===== config.mk =====
export PLATFORM = sky130hd
export DESIGN_NAME = pcdr_div
export DESIGN_NICKNAME = d
export VERILOG_FILES = /design/src/rtl/pairwise_column_difference_ratio_defines.svh /design/src/rtl/pcdr_pkg.sv /design/src/rtl/pcdr_div.sv
export SDC_FILE = /design/constraint.sdc
export NUM_CORES = 1
export LEC_CHECK = 0
export ABC_CLOCK_PERIOD_IN_PS = 6550
export BUFFER_PORTS_ARGS = -buffer_cell sky130_fd_sc_hd__buf_2
export CAP_MARGIN = 15
export CORE_MARGIN = 10
export CORE_UTILIZATION = 45
export CTS_BUF_LIST = sky130_fd_sc_hd__clkbuf_2 sky130_fd_sc_hd__clkbuf_4 sky130_fd_sc_hd__clkbuf_8
export CTS_CLUSTER_SIZE = 25
export DETAILED_ROUTE_END_ITERATION = 7
export PLACE_DENSITY = 0.69
export REMOVE_ABC_BUFFERS = 1
export SETUP_SLACK_MARGIN = 0.1
export SLEW_MARGIN = 20
export SYNTH_ARGS = -nofsm -noshare
export SYNTH_HDL_FRONTEND = slang
export SYNTH_SLANG_ARGS = --single-unit
export TNS_END_PERCENT = 10

===== constraint.sdc =====
create_clock -name clk_i -period 6.55 [get_ports clk_i]
set_input_delay 1.6375 -clock clk_i [delete_from_list [all_inputs] [get_ports clk_i]]
set_output_delay 1.6375 -clock clk_i [all_outputs]
set_load 0.005 [all_outputs]

===== src/rtl/pairwise_column_difference_ratio_defines.svh =====
// ----------------------------------------------------------------------------
// pairwise column difference ratio: assertion macros
// checking helpers, included only by the top level of the rtl modules
// ----------------------------------------------------------------------------
`ifndef PAIRWISE_COLUMN_DIFFERENCE_RATIO_DEFINES_SVH
`define PAIRWISE_COLUMN_DIFFERENCE_RATIO_DEFINES_SVH

// checked only outside reset
`define PCDR_ASSERT(lbl, prop, msg) \
  lbl: assert property (@(posedge clk_i) disable iff (!rst_ni) (prop)) else $error(msg);

// checked on every edge, reset included
`define PCDR_ASSERT_ALWAYS(lbl, prop, msg) \
  lbl: assert property (@(posedge clk_i) (prop)) else $error(msg);

`endif


===== src/rtl/pcdr_pkg.sv =====
// ----------------------------------------------------------------------------
// pcdr_pkg
// types and constants of the pairwise column difference ratio block
// ----------------------------------------------------------------------------
package pcdr_pkg;

  localparam int MAX_SAMPLES_DEF  = 32;
  localparam int MAX_FEATURES_DEF = 16;

  localparam int VALUE_W = 32;
  localparam int FRAC_W  = 16;
  localparam int DVD_W   = VALUE_W + FRAC_W;
  localparam int RES_W   = 33;
  localparam int ROW_W   = 5;
  localparam int COL_W   = 4;
  localparam int PAIR_W  = 7;
  localparam int SCNT_W  = 6;
  localparam int FCNT_W  = 5;
  localparam int CFG_IDX_W  = 2;
  localparam int CFG_DATA_W = 6;
  localparam int IN_DATA_W  = 48;
  localparam int OUT_DATA_W = 48;

  localparam logic FUNC_LOAD    = 1'b0;
  localparam logic FUNC_COMPUTE = 1'b1;
  localparam logic METHOD_DIFF  = 1'b0;
  localparam logic METHOD_DIV   = 1'b1;

  typedef enum logic [CFG_IDX_W-1:0] {
    CFG_METHOD   = 2'd0,
    CFG_SAMPLES  = 2'd1,
    CFG_FEATURES = 2'd2
  } cfg_idx_e;

  typedef enum logic [2:0] {
    S_IDLE,
    S_RD_A,
    S_RD_B,
    S_CALC,
    S_DIV,
    S_EMIT,
    S_MARK,
    S_DONE
  } state_e;

endpackage


===== src/rtl/pcdr_div.sv =====
// ----------------------------------------------------------------------------
// pcdr_div
// unsigned restoring divider, one quotient bit per cycle
// ----------------------------------------------------------------------------
module pcdr_div
  import pcdr_pkg::*;
(
  input  logic               clk_i,
  input  logic               rst_ni,
  input  logic               start_i,
  input  logic [DVD_W-1:0]   dividend_i,
  input  logic [VALUE_W-1:0] divisor_i,
  output logic               busy_o,
  output logic               done_o,
  output logic [DVD_W-1:0]   quot_o
);

  localparam int CNT_W = $clog2(DVD_W + 1);

  logic [CNT_W-1:0]   cnt_q, cnt_d;
  logic               busy_q, busy_d;
  logic               done_q, done_d;
  logic [VALUE_W-1:0] rem_q, rem_d;
  logic [DVD_W-1:0]   quot_q, quot_d;
  logic [VALUE_W-1:0] dvs_q, dvs_d;
  logic [VALUE_W:0]   trial;
  logic               fits;

  always_comb begin
    trial  = {rem_q, quot_q[DVD_W-1]};
    fits   = trial >= {1'b0, dvs_q};
    cnt_d  = cnt_q;
    busy_d = busy_q;
    done_d = 1'b0;
    rem_d  = rem_q;
    quot_d = quot_q;
    dvs_d  = dvs_q;
    if (start_i) begin
      cnt_d  = CNT_W'(DVD_W);
      busy_d = 1'b1;
      rem_d  = '0;
      quot_d = dividend_i;
      dvs_d  = divisor_i;
    end else if (busy_q) begin
      rem_d  = fits ? VALUE_W'(trial - {1'b0, dvs_q}) : trial[VALUE_W-1:0];
      quot_d = {quot_q[DVD_W-2:0], fits};
      cnt_d  = cnt_q - 1'b1;
      if (cnt_q == CNT_W'(1)) begin
        busy_d = 1'b0;
        done_d = 1'b1;
      end
    end
  end

  always_ff @(posedge clk_i or negedge rst_ni) begin
    if (!rst_ni) begin
      cnt_q  <= '0;
      busy_q <= 1'b0;
      done_q <= 1'b0;
    end else begin
      cnt_q  <= cnt_d;
      busy_q <= busy_d;
      done_q <= done_d;
    end
  end

  always_ff @(posedge clk_i) begin
    rem_q  <= rem_d;
    quot_q <= quot_d;
    dvs_q  <= dvs_d;
  end

  assign busy_o = busy_q;
  assign done_o = done_q;
  assign quot_o = quot_q;

endmodule


# Word-level counts from Yosys, hierarchy flattened
# Cells that the tools add are included.
# classes
addsub	2
n_lt_le_gt_ge	1
n_eq_ne	1
mux	11
n_reduce_logical	1
# op_table
cell	n
$mux 48	2
$ge 33x32->1	1
$mux 32	1
$sub 32x32->32	1
$mux 6	2
$eq 6x1->1 const B	1
$mux 1	6
$sub 6x1->6 const B	1
$reduce_bool 2->1	1
# word_totals
reg_bits	120
input_bits	83
output_inout_bits	50
word_cells	22

# Depth between registers and ports, before layout
# depth
word_depth	4
mapped_depth	13
ltp_nobuf	11

# Worst setup path before layout
# No wires, ideal clock.
# synth_path
kind	input to register
from	input start_i
to	register quot_q[0] (netlist: quot_o[0]), enable pin
setup_time_ns	0.402
arrival_ns	3.005
required_ns	6.148
setup_slack_ns	3.143
stages	3
n_path_buf	1
path_cell_list	clkbuf_1 nor2_1 inv_1
# synth_via
elab_chain_cells	1
# synth_rtl
item	line_no	rtl
start, declared	pcdr_div.sv:10	input logic start_i,
$reduce_bool 2->1 (no line)	--	
end signal, assigned	pcdr_div.sv:69	quot_q <= quot_d;
end, declared	pcdr_div.sv:24	logic [DVD_W-1:0] quot_q, quot_d;
# No other way between the ends.
# A chain may end at the register's enable or synchronous reset.

# Final worst setup path
# layout_path
from	register dvs_q[2]
to	register rem_q[20]
# layout_via
elab_chain_cells	2
# layout_rtl
item	line_no	rtl
start, declared	pcdr_div.sv:25	logic [VALUE_W-1:0] dvs_q, dvs_d;
start signal, assigned	pcdr_div.sv:70	dvs_q <= dvs_d;
$sub 32x32->32 or $ge 33x32->1 (tied branches)	pcdr_div.sv:45, pcdr_div.sv:31	
$mux 32 (*)	pcdr_div.sv:45	rem_d = fits ? VALUE_W'(trial - {1'b0, dvs_q}) : trial[VALUE_W-1:0];
end signal, assigned	pcdr_div.sv:68	rem_q <= rem_d;
end, declared	pcdr_div.sv:23	logic [VALUE_W-1:0] rem_q, rem_d;
# Mark *: on every way between the ends. The rest lies on a longest branch, timed or not.

==> results.md <==
- DP HPWL: 11900 um
- Yosys warning count: 0
- Die Span Y: 141 um
- Worst clock skew: 0.0125 ns
- H-tree levels: 4
- Core Region: 14400 um^2
- Buffer depth of the longest clock path: 2
- Die Wd: 141 um
- Largest net degree at the start of global routing: 64
- Final Hold Fails: 0
- Layout Utilization: 53.6%
- Synth area leaders: edfxtp_1 37%, dfxtp_1 9.8%, mux2_2 8.2%
- Worst-Skew Late Latency: 0.45 ns
- Number of CTS-inserted buffers: 17
- Pleak: 3.32 nW
- Die Area: 19800 um^2
- CP endpoint kind: flip-flop
- Post-Place Setup Slack: 2.84 ns
- Most frequent cells in the layout: 131 x buf_2, 80 x edfxtp_1, 48 x mux2_2
- FF-to-FF path depth: 11
- Post-Syn Area: 6560 um^2
- Final setup vio count: 0
- Maxcap violations: 0
- GP Congestion: 0.921
- Initial antenna violation count: 1
- Hold/Removal Path Class: flip-flop to flip-flop
- Max-slew violations: 0
- Setup CP Type: flip-flop to flip-flop
- Io pins: 133
- DR DRC count: 0
- Post-DR wirelength/cell: 17.7 um
- EDFF count, synth: 80
- CP startpoint kind: flip-flop
- Worst-path fanout max: 18
- Max frequency: 288 MHz
- First-pass GRT wire length: 26800 um
- Number of port buffers: 132
- Clock slew at reported path FFs: 0.07 ns
- Root Buffer: clkbuf_8
- Mean Syn Cell Area: 11.1 um^2
- Starting DRT DRC Count: 355
- Vias in the first global route: 5338
- Fin crit share: 53.0%
- Post-CTS Setup Repair Bufs: 0
- Synth top area share: 36.6%
- CTS tree: yes
- Ant. Diodes: 0
- Grt ovf: 0
- Layout Nets: 842
- Min Tclk post-route: 3.47 ns
- Post-synthesis sequential area ratio: 49.4%
- Sink Count: 120
- Worst slew pin tran: 0.917 ns
- Area growth, synth to finish: 18.0%
- Vias per cell: 5.47
- PostCTS Resize Cnt: 0
- Antenna-violating nets left: 0
- Layout cells sized above 1: 30.0%
- Peak supply drop: 0.145 mV
- FP Rows: 44
- Yosys top cell by area: edfxtp_1
- Register bit total from synthesis: 120
- RSZ-0062 raised after global routing: no
- Hold_buf cts: 0
- Hold WS: 0.508 ns
- Outcome: complete, no violations
- Power Total: 0.00179 W
- Synth Instances: 591
- Overall routing resource usage: 16.5%
- Pwr dens: 231 nW/um^2
- Library cells used by synthesis: 57
- Initial core utilization: 45.5%
- Vias: 5042
- Slew headroom: 38.1%
- Total routed wirelength: 16300 um
- WP data arrival: 3.82 ns
- CP required: 6.90 ns
- Total negative slack: 0 ns
- Hold depth: 2
- Detailed Routing Iterations Pass 1: 4
- Commonest non-fill, non-tap cell in the layout: buf_2
- Asr flop ratio synth: 6.67%
- Most used DFF post-synth: edfxtp_1
- Setup ws final: 3.08 ns
-- cells by family after synthesis --
family                   after synthesis  synth area share, %
AND/OR/NAND/NOR                      139                 10.2
AO/OA/AOI/OAI                        133                 13.8
buffers and inverters                 65                 4.25
multiplexers                          68                 11.3
flip-flops                           120                 49.4
adder cells (fa/ha/maj)               35                 6.79
XOR/XNOR                              31                 4.14
-- metrics by stage --
stage	cells	area, um^2
after detailed placement	889	7370
after global routing	921	7740
after global placement	889	7370
after floorplan	568	6440
after CTS	921	7740
final	921	7740
-- layer usage --
| layer | vias to the layer above | GRT usage (%) | share of wire (%) | routed length [um] |
|---|---|---|---|---|
| met4 | 0 | 5.00 | 1.5 | 239 |
| met5 | - | 0 | 0 | 0 |
| met1 | 2381 | 18.8 | 42 | 6860 |
| met2 | 184 | 25.7 | 45 | 7340 |
| li1 | 2452 | - | - | - |
| met3 | 25 | 9.57 | 11 | 1860 |
-- Yosys cell counts, types with 2 or more instances --
| library cell | number |
|---|---|
| a211oi_1 | 19 |
| a21o_1 | 11 |
| a21oi_1 | 33 |
| a311oi_1 | 7 |
| a31oi_1 | 4 |
| a32oi_1 | 5 |
| a41oi_1 | 3 |
| and2_1 | 4 |
| and3_1 | 5 |
| buf_1 | 2 |
| buf_2 | 3 |
| buf_6 | 2 |
| clkbuf_1 | 15 |
| dfrtp_1 | 8 |
| dfxtp_1 | 32 |
| edfxtp_1 | 80 |
| ha_1 | 34 |
| inv_1 | 42 |
| mux2_2 | 48 |
| mux2i_1 | 20 |
| nand2_1 | 33 |
| nand2b_1 | 12 |
| nand3_1 | 3 |
| nand4_1 | 8 |
| nor2_1 | 44 |
| nor2b_1 | 5 |
| nor3_1 | 12 |
| nor4_1 | 3 |
| o211ai_1 | 5 |
| o21a_1 | 4 |
| o21ai_0 | 23 |
| o21bai_1 | 5 |
| o22ai_1 | 2 |
| or2_2 | 2 |
| or3_1 | 2 |
| xnor2_1 | 17 |
| xor2_1 | 14 |
-- worst paths after layout --
check / startpoint / endpoint / slack (ns)
worst max-delay path: dvs_q[2]$_DFFE_PP_ / rem_q[20]$_SDFFE_PP0P_ / 3.08
worst min-delay path: rem_q[28]$_SDFFE_PP0P_ / rem_q[28]$_SDFFE_PP0P_ / 0.51
worst max register to register: dvs_q[2]$_DFFE_PP_ / rem_q[20]$_SDFFE_PP0P_ / 3.08
worst min register to register: rem_q[28]$_SDFFE_PP0P_ / rem_q[28]$_SDFFE_PP0P_ / 0.51
max in group asynchronous: rst_ni / cnt_q[0]$_DFFE_PN0P_ / 5.36
min in group asynchronous: rst_ni / busy_o$_DFF_PN0_ / 1.01
-- registers in the layout, summed over array words and instances, names as in the netlist --
signal and count:
done_o 1, cnt_q 6, dvs_q 32, busy_o 1, quot_o 48, rem_q 32
-- layout make-up --
cell class	instances	area, um^2
clock inverter	14	126
timing repair buffer	137	701
clock buffer	18	241
tap	184	230
inverter	42	158
multi-input combinational	406	3040
fill	1269	6690
sequential	120	3240
-- worst max-delay path, cell delays in order, from the launching register on --
cell      delay, ns
edfxtp_1       0.33
inv_1          0.05
ha_1           0.36
o211ai_1       0.10
a21o_1         0.20
a211oi_2       0.31
o211ai_2       0.19
a31oi_4        0.38
a41o_1         0.62
buf_4          0.40
nand4_1        0.15
a311oi_1       0.27
-- where the power goes --
part	internal, W	total, W	switching [W]
sequential	0.000873	0.000908	0.0000345
clock	0.000305	0.000631	0.000325
combinational	0.000123	0.000251	0.000128
total	0.00130	0.00179	0.000488
(Power assumes the default switching activity.)
